### src/design/edc_pkg.sv
`timescale 1ns / 1ps
`default_nettype none

package edc_pkg;

	localparam int YEAR_W  = 14;
	localparam int MONTH_W = 4;
	localparam int DAY_W   = 5;
	localparam int COUNT_W = 22;

	localparam logic [YEAR_W-1:0]  YEAR_MAX        = 14'd9999;
	localparam logic [YEAR_W-1:0]  EPOCH_YEAR_RST  = 14'd1970;
	localparam logic [MONTH_W-1:0] EPOCH_MONTH_RST = 4'd1;
	localparam logic [DAY_W-1:0]   EPOCH_DAY_RST   = 5'd1;

	localparam logic [8:0]  DAYS_PER_YEAR = 9'd365;
	localparam logic [11:0] RECIP_25      = 12'd2622;
	localparam int          RECIP_SHIFT   = 16;

	typedef enum logic [1:0] {
		STATUS_OK         = 2'd0,
		STATUS_TARGET_BAD = 2'd1,
		STATUS_BEFORE     = 2'd2,
		STATUS_EPOCH_BAD  = 2'd3
	} status_t;

	typedef enum logic [1:0] {
		CFG_EPOCH_YEAR  = 2'd0,
		CFG_EPOCH_MONTH = 2'd1,
		CFG_EPOCH_DAY   = 2'd2
	} cfg_index_t;

	typedef struct packed {
		logic [YEAR_W-1:0]  year;
		logic [MONTH_W-1:0] month;
		logic [DAY_W-1:0]   day;
	} date_t;

	typedef struct packed {
		logic               ok;
		logic [COUNT_W-1:0] num;
	} day_info_t;

	function automatic logic [8:0] days_before_month(input logic [MONTH_W-1:0] m);
		logic [8:0] r;
		unique case (m)
			4'd1:    r = 9'd0;
			4'd2:    r = 9'd31;
			4'd3:    r = 9'd59;
			4'd4:    r = 9'd90;
			4'd5:    r = 9'd120;
			4'd6:    r = 9'd151;
			4'd7:    r = 9'd181;
			4'd8:    r = 9'd212;
			4'd9:    r = 9'd243;
			4'd10:   r = 9'd273;
			4'd11:   r = 9'd304;
			4'd12:   r = 9'd334;
			default: r = 9'd0;
		endcase
		return r;
	endfunction

	function automatic logic [DAY_W-1:0] month_length(input logic [MONTH_W-1:0] m,
			input logic leap);
		logic [DAY_W-1:0] r;
		unique case (m)
			4'd2:                    r = leap ? 5'd29 : 5'd28;
			4'd4, 4'd6, 4'd9, 4'd11: r = 5'd30;
			default:                 r = 5'd31;
		endcase
		return r;
	endfunction

endpackage

`default_nettype wire

### src/design/epoch_day_counter.sv
`timescale 1ns / 1ps
`default_nettype none
// The strobe rises in the same cycle that the registered result appears on day_count and status.
// Throughput: one date per cycle; busy stays low, so every start is taken.
// The target passes an input register and a three stage day number unit, the epoch enters
// its own unit straight from the registers, and one compare and subtract stage follows.
// Reset clears the pipeline valid bits and the strobe and restores the epoch to 1970-01-01.
// The receiver cannot stall; each result is shown for exactly one cycle.

module epoch_day_counter (
	input  logic                        clk,
	input  logic                        arst_n,
	input  logic                        start,
	output logic                        busy,
	input  logic [edc_pkg::YEAR_W-1:0]  target_year,
	input  logic [edc_pkg::MONTH_W-1:0] target_month,
	input  logic [edc_pkg::DAY_W-1:0]   target_day,
	input  logic                        cfg_wr_en,
	input  logic [1:0]                  cfg_index,
	input  logic [edc_pkg::YEAR_W-1:0]  cfg_wdata,
	output logic                        done,
	output logic [edc_pkg::COUNT_W-1:0] day_count,
	output logic [1:0]                  status
);
	import edc_pkg::*;

	date_t     epoch;
	date_t     target_s1;
	day_info_t target_info;
	day_info_t epoch_info;

	logic v_s1;
	logic v_s2;
	logic v_s3;
	logic v_s4;

	status_t            status_d;
	logic [COUNT_W-1:0] count_d;
	status_t            status_q;
	logic [COUNT_W-1:0] count_q;
	logic               done_q;

	edc_cfg_regs u_cfg (
		.clk    (clk),
		.arst_n (arst_n),
		.wr_en  (cfg_wr_en),
		.index  (cfg_index),
		.wdata  (cfg_wdata),
		.epoch  (epoch)
	);

	assign busy = 1'b0;

	always_ff @(posedge clk) begin
		if (start) begin
			target_s1.year  <= target_year;
			target_s1.month <= target_month;
			target_s1.day   <= target_day;
		end
	end

	always_ff @(posedge clk or negedge arst_n) begin
		if (!arst_n) begin
			v_s1   <= 1'b0;
			v_s2   <= 1'b0;
			v_s3   <= 1'b0;
			v_s4   <= 1'b0;
			done_q <= 1'b0;
		end else begin
			v_s1   <= start && !busy;
			v_s2   <= v_s1;
			v_s3   <= v_s2;
			v_s4   <= v_s3;
			done_q <= v_s4;
		end
	end

	// The epoch goes through an identical unit straight from the registers, so its
	// day number lines up with a target taken just after a configuration write.
	edc_day_number u_target (
		.clk  (clk),
		.date (target_s1),
		.info (target_info)
	);

	edc_day_number u_epoch (
		.clk  (clk),
		.date (epoch),
		.info (epoch_info)
	);

	always_comb begin
		count_d = '0;
		priority if (!epoch_info.ok) begin
			status_d = STATUS_EPOCH_BAD;
		end else if (!target_info.ok) begin
			status_d = STATUS_TARGET_BAD;
		end else if (target_info.num < epoch_info.num) begin
			status_d = STATUS_BEFORE;
		end else begin
			status_d = STATUS_OK;
			count_d  = target_info.num - epoch_info.num;
		end
	end

	always_ff @(posedge clk) begin
		if (v_s4) begin
			status_q <= status_d;
			count_q  <= count_d;
		end
	end

	assign done      = done_q;
	assign day_count = count_q;
	assign status    = status_q;

`ifndef SYNTH
	a_latency: assert property (@(posedge clk) disable iff (!arst_n)
		start |-> ##5 done)
		else $error("accepted date produced no result after five cycles");

	a_no_invented: assert property (@(posedge clk) disable iff (!arst_n)
		done |-> $past(start, 5))
		else $error("result strobe without an accepted date");

	a_zero_on_error: assert property (@(posedge clk) disable iff (!arst_n)
		(done && (status != STATUS_OK)) |-> (day_count == '0))
		else $error("nonzero day count with an error status");

	a_epoch_first: assert property (@(posedge clk) disable iff (!arst_n)
		(v_s4 && !epoch_info.ok) |=> (status == STATUS_EPOCH_BAD))
		else $error("invalid epoch not reported");
`endif

endmodule

`default_nettype wire

### src/design/edc_cfg_regs.sv
`timescale 1ns / 1ps
`default_nettype none

module edc_cfg_regs (
	input  logic                       clk,
	input  logic                       arst_n,
	input  logic                       wr_en,
	input  logic [1:0]                 index,
	input  logic [edc_pkg::YEAR_W-1:0] wdata,
	output edc_pkg::date_t             epoch
);
	import edc_pkg::*;

	date_t epoch_q;

	always_ff @(posedge clk or negedge arst_n) begin
		if (!arst_n) begin
			epoch_q.year  <= EPOCH_YEAR_RST;
			epoch_q.month <= EPOCH_MONTH_RST;
			epoch_q.day   <= EPOCH_DAY_RST;
		end else if (wr_en) begin
			unique case (index)
				CFG_EPOCH_YEAR:  epoch_q.year  <= wdata;
				CFG_EPOCH_MONTH: epoch_q.month <= wdata[MONTH_W-1:0];
				CFG_EPOCH_DAY:   epoch_q.day   <= wdata[DAY_W-1:0];
				default: begin
				end
			endcase
		end
	end

	assign epoch = epoch_q;

endmodule

`default_nettype wire

### src/design/edc_day_number.sv
`timescale 1ns / 1ps
`default_nettype none

module edc_day_number (
	input  logic               clk,
	input  edc_pkg::date_t     date,
	output edc_pkg::day_info_t info
);
	import edc_pkg::*;

	logic [YEAR_W-1:0] p;

	logic [23:0]        p100_prod_s2;
	logic [23:0]        y100_prod_s2;
	logic [21:0]        p400_prod_s2;
	logic [21:0]        y400_prod_s2;
	logic [22:0]        p365_s2;
	logic [11:0]        p4_s2;
	logic [11:0]        y4_s2;
	logic [9:0]         y16_s2;
	logic [3:0]         ylo_s2;
	logic [MONTH_W-1:0] month_s2;
	logic [DAY_W-1:0]   day_s2;
	logic               year_ok_s2;
	logic               month_ok_s2;

	logic [7:0]  q_p100;
	logic [5:0]  q_p400;
	logic [7:0]  q_y100;
	logic [5:0]  q_y400;
	logic        div100;
	logic        div400;
	logic        leap;
	logic [22:0] year_days;

	logic [22:0]        year_days_s3;
	logic               leap_s3;
	logic [MONTH_W-1:0] month_s3;
	logic [DAY_W-1:0]   day_s3;
	logic               year_ok_s3;
	logic               month_ok_s3;

	logic [DAY_W-1:0] mlen;
	logic [22:0]      num;

	assign p = date.year - 14'd1;

	// Division by 100 and 400 is done as a division by 25 of the value shifted right,
	// using a reciprocal multiply that is exact over the year range.
	always_ff @(posedge clk) begin
		p100_prod_s2 <= 24'(p[13:2]) * 24'(RECIP_25);
		p400_prod_s2 <= 22'(p[13:4]) * 22'(RECIP_25);
		y100_prod_s2 <= 24'(date.year[13:2]) * 24'(RECIP_25);
		y400_prod_s2 <= 22'(date.year[13:4]) * 22'(RECIP_25);
		p365_s2      <= 23'(p) * 23'(DAYS_PER_YEAR);
		p4_s2        <= p[13:2];
		y4_s2        <= date.year[13:2];
		y16_s2       <= date.year[13:4];
		ylo_s2       <= date.year[3:0];
		month_s2     <= date.month;
		day_s2       <= date.day;
		year_ok_s2   <= (date.year != 14'd0) && (date.year <= YEAR_MAX);
		month_ok_s2  <= (date.month != 4'd0) && (date.month <= 4'd12);
	end

	always_comb begin
		q_p100    = p100_prod_s2[RECIP_SHIFT+7:RECIP_SHIFT];
		q_p400    = p400_prod_s2[RECIP_SHIFT+5:RECIP_SHIFT];
		q_y100    = y100_prod_s2[RECIP_SHIFT+7:RECIP_SHIFT];
		q_y400    = y400_prod_s2[RECIP_SHIFT+5:RECIP_SHIFT];
		div100    = (ylo_s2[1:0] == 2'd0) && (y4_s2 == 12'(q_y100) * 12'd25);
		div400    = (ylo_s2 == 4'd0) && (y16_s2 == 10'(q_y400) * 10'd25);
		leap      = (ylo_s2[1:0] == 2'd0) && (!div100 || div400);
		year_days = p365_s2 + 23'(p4_s2) - 23'(q_p100) + 23'(q_p400);
	end

	always_ff @(posedge clk) begin
		year_days_s3 <= year_days;
		leap_s3      <= leap;
		month_s3     <= month_s2;
		day_s3       <= day_s2;
		year_ok_s3   <= year_ok_s2;
		month_ok_s3  <= month_ok_s2;
	end

	always_comb begin
		mlen = month_length(month_s3, leap_s3);
		num  = year_days_s3 + 23'(days_before_month(month_s3))
			+ 23'(leap_s3 && (month_s3 > 4'd2)) + 23'(day_s3) - 23'd1;
	end

	always_ff @(posedge clk) begin
		info.ok  <= year_ok_s3 && month_ok_s3 && (day_s3 != 5'd0) && (day_s3 <= mlen);
		info.num <= num[COUNT_W-1:0];
	end

endmodule

`default_nettype wire

### config.mk
export PLATFORM = sky130hd
export DESIGN_NAME = epoch_day_counter
export DESIGN_NICKNAME = d
export VERILOG_FILES = /design/src/design/edc_pkg.sv /design/src/design/epoch_day_counter.sv /design/src/design/edc_cfg_regs.sv /design/src/design/edc_day_number.sv
export SDC_FILE = /design/constraint.sdc
export NUM_CORES = 2
export LEC_CHECK = 0
export ABC_AREA = 1
export BUFFER_PORTS_ARGS = -buffer_cell sky130_fd_sc_hd__buf_2
export CORE_MARGIN = 5
export CORE_UTILIZATION = 55
export CTS_BUF_LIST = sky130_fd_sc_hd__clkbuf_4 sky130_fd_sc_hd__clkbuf_8
export DETAILED_ROUTE_END_ITERATION = 10
export PLACE_DENSITY = 0.71
export SYNTH_ARGS = -nofsm -noshare
export SYNTH_HDL_FRONTEND = slang
export SYNTH_SLANG_ARGS = --single-unit
### constraint.sdc
create_clock -name clk -period 9.8 [get_ports clk]
set_input_delay 2.94 -clock clk [delete_from_list [all_inputs] [get_ports clk]]
set_output_delay 2.94 -clock clk [all_outputs]
set_load 0.1 [all_outputs]
Word level (Yosys, flattened, before mapping)
Memory sizes are Yosys's and may differ from the RTL's. A register that Yosys moved wholly into a read port is not among the register bits.
Index checks and enable logic that the tools add are counted.

storage, ports and cells
  register bits after elaboration = 507
  ROM bits = 288
  bits of input ports = 43
  memories = 2

memories
  memory           words  width  rd ports  clocked after memory_dff  wr ports  RTL line       source
  (no name shown)  16     9      1         1                         0         edc_pkg.sv:46  unique case (m)
  (no name shown)  16     9      1         1                         0         edc_pkg.sv:46

operators by class
  order comparisons = 9
  multipliers = 14
  equal/unequal tests = 16
  $add $sub $neg = 17
  mux-type cells = 6
  reduce and logical (&&, ||, !) cells = 40
  bitwise gates (word level) = 2

operators by type and width
  cell                                                  count
  multiplier 12 x 11 -> 23 bit (second input constant)  4
  multiplier 10 x 11 -> 21 bit (second input constant)  4
  adder 22 x 1 -> 22 bit                                2
  adder 22 x 12 -> 22 bit                               2
  adder 22 x 5 -> 22 bit                                2
  adder 22 x 6 -> 22 bit                                2
  adder 22 x 9 -> 22 bit                                2
  multiplier 14 x 9 -> 22 bit (second input constant)   2
  subtractor 22 x 1 -> 22 bit (second input constant)   2
  subtractor 22 x 8 -> 22 bit                           2
  <= comparator 14 bit (second input constant)          2
  nonzero test 14 bit                                   2
  subtractor 14 x 1 -> 14 bit (second input constant)   2
  == test 12 bit                                        2
  multiplier 8 x 5 -> 12 bit (second input constant)    2
  < comparator 22 bit                                   1
  subtractor 22 bit                                     1
  == test 10 bit                                        2
  multiplier 6 x 5 -> 10 bit (second input constant)    2
  case mux 5 bit (2 select lines)                       2
  logical AND 1 bit                                     18
  == test 4 x 3 -> 1 bit (second input constant)        4
  == test 4 bit (second input constant)                 4
  <= comparator 5 bit                                   2
  other kinds (17)                                      34

Logic depth before layout (Yosys ltp)
  word-level depth = 6
  gate-level depth with buffers = 36

Cells and area by module
A second synthesis with hierarchy kept.

second synthesis, totals
  cells, all modules = 5472
  area, all modules = 45240.9 sq um

modules (own cells, without submodules)
  module                      seq. area each (sq um)  cells each  times used  area an instance (sq um)
  edc_day_number at u_epoch   3062.9                  2485        1           20465.9
  edc_day_number at u_target  3062.9                  2467        1           20423.3
  epoch_day_counter           1536.5                  416         1           3375.7
  edc_cfg_regs                586.8                   104         1           975.9

Worst setup path before layout
OpenSTA, ideal clock, no wires.

  path type = register to register
  start = register u_cfg.epoch_q, in the netlist u_cfg.epoch[16]
  end = register u_epoch.p400_prod_s2[21]
  arrival = 5552 ps
  clock period less this slack = 5664 ps
  setup slack = 4136 ps
  buffers on the path = 0
  cell stages (with the launch flop) = 27
  cell sequence = dfstp_2 -> inv_1 -> ha_1 -> a211oi_1 -> nand3_1 -> nand2_2 -> inv_1 -> ha_1 -> ha_1 -> inv_1 -> fa_1 -> inv_1 -> fa_1 -> inv_1 -> fa_1 -> fa_1 -> inv_1 -> ha_1 -> nand2_1 -> nor2_1 -> inv_1 -> o21ai_0 -> nand2_1 -> nand3_1 -> inv_1 -> nand2_1 -> nand2_1

between the ends
  longest elaborated chain between the ends = 2

RTL lines
  element                       RTL line              source
  start: declaration            edc_cfg_regs.sv:14    date_t epoch_q;
  subtractor 14 x 1 -> 14 bit   edc_day_number.sv:46  assign p = date.year - 14'd1;
  via u_epoch.p[13]             edc_day_number.sv:11  logic [YEAR_W-1:0] p;
  multiplier 10 x 11 -> 21 bit  edc_day_number.sv:52  p400_prod_s2 <= 22'(p[13:4]) * 22'(RECIP_25);
  end signal: assignment        edc_day_number.sv:52
  end: declaration              edc_day_number.sv:15  logic [21:0] p400_prod_s2;

The timed path passes the listed nets, and every way through them passes these cells.
A chain may end at the register's enable or synchronous reset.

Worst setup path after layout
  start = register target_s1[19] (netlist bit)
  end = register u_target.p400_prod_s2[18]

between the ends
  longest elaborated chain between the ends = 2

RTL lines
  element                       RTL line                 source
  start: declaration            epoch_day_counter.sv:28  date_t target_s1;
  subtractor 14 x 1 -> 14 bit   edc_day_number.sv:46
  via u_target.p[13]            edc_day_number.sv:11
  multiplier 10 x 11 -> 21 bit  edc_day_number.sv:52
  end signal: assignment        edc_day_number.sv:52
  end: declaration              edc_day_number.sv:15

The timed path passes the listed nets, and every way through them passes these cells.

==> impl_metrics.toml <==
[critical_path]
rrSetupSlack_ns = 3.37
r2r_end = "u_target.p400_prod_s2[18]"
cpPeakStageDelay_ns = 0.92
critPathCapture = "u_target.p400_prod_s2[18]"
crit_start = "target_s1[19]"
slowest_stage = "edfxtp_1"
crit_required_ns = 10.34
cp.arrival_ns = 6.97
cp_max_fo = 12
crit_top_cell = "nand2_1"
cp-end-kind = "flop"
worstSetupPathType = "reg2reg"
ff2ff_path_depth = 33
start_kind = "flop"
reg2reg_from = "target_s1[19]"

[yosys]
synth_seq_area_share_pct = 18.3
netlist.area_leader.share_pct = 26.9
synth_edf_count = 47
syn_nets = 6801
synth_area_leaders = "ha_1 27%, fa_1 17%, dfxtp_1 14%, inv_1 10%, nand2_1 7.4%"
synthFlopType = "dfxtp_1"
yosys.area.top_type = "ha_1"
async_flop_share_pct = 7.35
syn_area_per_cell_um2 = 8.30
synth_cell_types = 59
syn_area_mm2 = 0.0450
yosys_register_bits = 381
synth_cells = 5419
yosys_warnings = 0

[global_routing]
grt_pass1_vias = 35200
track_usage_pct = 24.5
overflow = 0
grt_first_pass_wirelength_um = 175000
grt_max_degree = 29
antenna_found_initial = 3

[route]
firstDrtPassIters = 6
avgViaCountPerCell = 5.19
remaining_drc_errors = 0
drtAntennaViolNets = 0
vias = 34800
routedWlPerCell_um = 15.7
drt_iter0_drc = 1877
drt-total-wl_um = 105000

[cells_and_area]
n_fill_cell = 7348
multiInputGateArea_mm2 = 0.0322
regArea_mm2 = 0.00825
utilization_pct = 59.4
drive_gt1_share_pct = 5.51
post-route-cell-area_mm2 = 0.0485
area_growth_pct = 7.71
final_cell_mix = "1193 x inv_1, 967 x ha_1, 882 x nand2_1"
nNetsFinal = 6945
layout_commonest_cell = "inv_1"

[placement]
place_ws_ns = 3.41
numPortBuffers = 67
gp_congestion = 0.953
dpl.hpwl_um = 89200
place_area_mm2 = 0.0467

[floorplan]
fp.dieW_um = 296
start_util_pct = 55.2
die_area_mm2 = 0.0876
core-area_mm2 = 0.0816
die_y_um = 296
fp-row-count = 105
top_level_ports = 69

[clock_tree]
cts_setup_buffers = 0
numCtsBuffers = 72
cts.clk_slew.worst_paths_ns = 0.06
htree_num_levels = 3
clock_latency_ns = 0.67
clockBufferDepth = 3
cts_sinks = 381
hold_buffers = 0
cts_resized = 0
clockRootBuffer = "clkbuf_8"
cts_tree = "yes"

[timing]
finalClockSkew_ns = 0.0334
hold_viol_final = 0
setup_viol = 0
min_period_ns = 6.43
rsz0062_at_grt = "no"
tns_ns = 0
timing.final.ws_setup_ns = 3.37
max_freq_mhz = 156
slew_headroom_pct = 21.0
finalMaxSlewViolations = 0
tightest_slew_ns = 1.19
fin_crit_sh_pct = 65.6

[run_status]
status = "completed"

[flow_run]
cap_violations = 0

[min_path]
hp-class = "reg2reg"
[final cells by class]
| cell class | instances | share of cell area, % |
|---|---|---|
| inverters | 1203 | 9.32 |
| repair buffers | 80 | 0.893 |
| flip-flops and latches | 381 | 17.0 |
| multi-input cells | 3825 | 66.4 |
| clock buffers | 101 | 2.66 |
| diodes | 1 | 0.00516 |
| well taps | 1070 | 2.76 |
| clock inverters | 32 | 0.952 |
[routing by layer]
metal  routed length, µm  global-route usage [%]  share of wire [%]  up-vias
met1               49900                    34.0                 47    16300
met4                2760                    6.61                2.6        2
met2               47900                    41.0                 46      681
met3                4530                    2.81                4.3      173
met5                  13                       0              0.012        -
li1                    -                       -                  -    17600
[sequential cells by signal, summed over array words and instances, names as in the netlist, 12 cells and up, named ones only]
| name | flops |
|---|---|
| day_count | 22 |
| target_s1 | 23 |
| u_cfg.epoch | 23 |
| u_epoch.info | 23 |
| u_epoch.p365_s2 | 22 |
| u_epoch.p4_s2 | 12 |
| u_epoch.year_days_s3 | 22 |
| u_target.info | 23 |
| u_target.p365_s2 | 22 |
| u_target.p4_s2 | 12 |
| u_target.year_days_s3 | 22 |
[kinds of logic after synthesis]
group,share of synthesized area (%)
xor+xnor,4.68
other cells,0.00833
compound gates,7.95
simple gates,15.4
flops,18.3
buf+inv,10.2
fa+ha+maj,43.4
[cell usage after synthesis, types with 35 or more instances]
library cell	count
a21o_1	52
xor2_1	158
a21oi_1	279
nand4_1	68
nor3_1	50
ha_1	967
nand3_1	207
edfxtp_1	47
xnor2_1	69
o21ai_0	132
nor2_1	331
dfxtp_1	306
fa_1	372
inv_1	1193
o21bai_1	35
nand2_1	882
[per-stage QoR]
stage          std cells  hold WS, ns
3_3_place_gp        6559        0.311
4_1_cts             6692        0.325
3_5_place_dp        6559        0.312
2_1_floorplan       5419        0.310
5_1_grt             6693        0.329
6_report            6693        0.323
[worst max-delay path, delay by kind of cell, from the launching register on]
family          cells  cell delay [ns]
simple gates       15             1.41
compound gates      3             0.50
flops               1             0.92
buf+inv             7             0.92
fa+ha+maj           8             2.56
[worst min path at each step]
| stage | endpoint | cells after the start | start | slack [ns] |
|---|---|---|---|---|
| final | u_target.day_s3[1] | 0 | u_target.day_s2[1] | 0.32 |
| after global placement | u_epoch.day_s3[2] | 0 | u_epoch.day_s2[2] | 0.31 |
| after CTS | u_epoch.day_s3[0] | 0 | u_epoch.day_s2[0] | 0.32 |
| after global routing | u_epoch.day_s3[4] | 0 | u_epoch.day_s2[4] | 0.33 |
| after floorplan | u_epoch.day_s3[0] | 0 | u_epoch.day_s2[0] | 0.31 |
| after detailed placement | u_epoch.day_s3[0] | 0 | u_epoch.day_s2[0] | 0.31 |
Power is not shown: default switching activity piles up to over one toggle a cycle in this logic, so the estimate is an artifact.
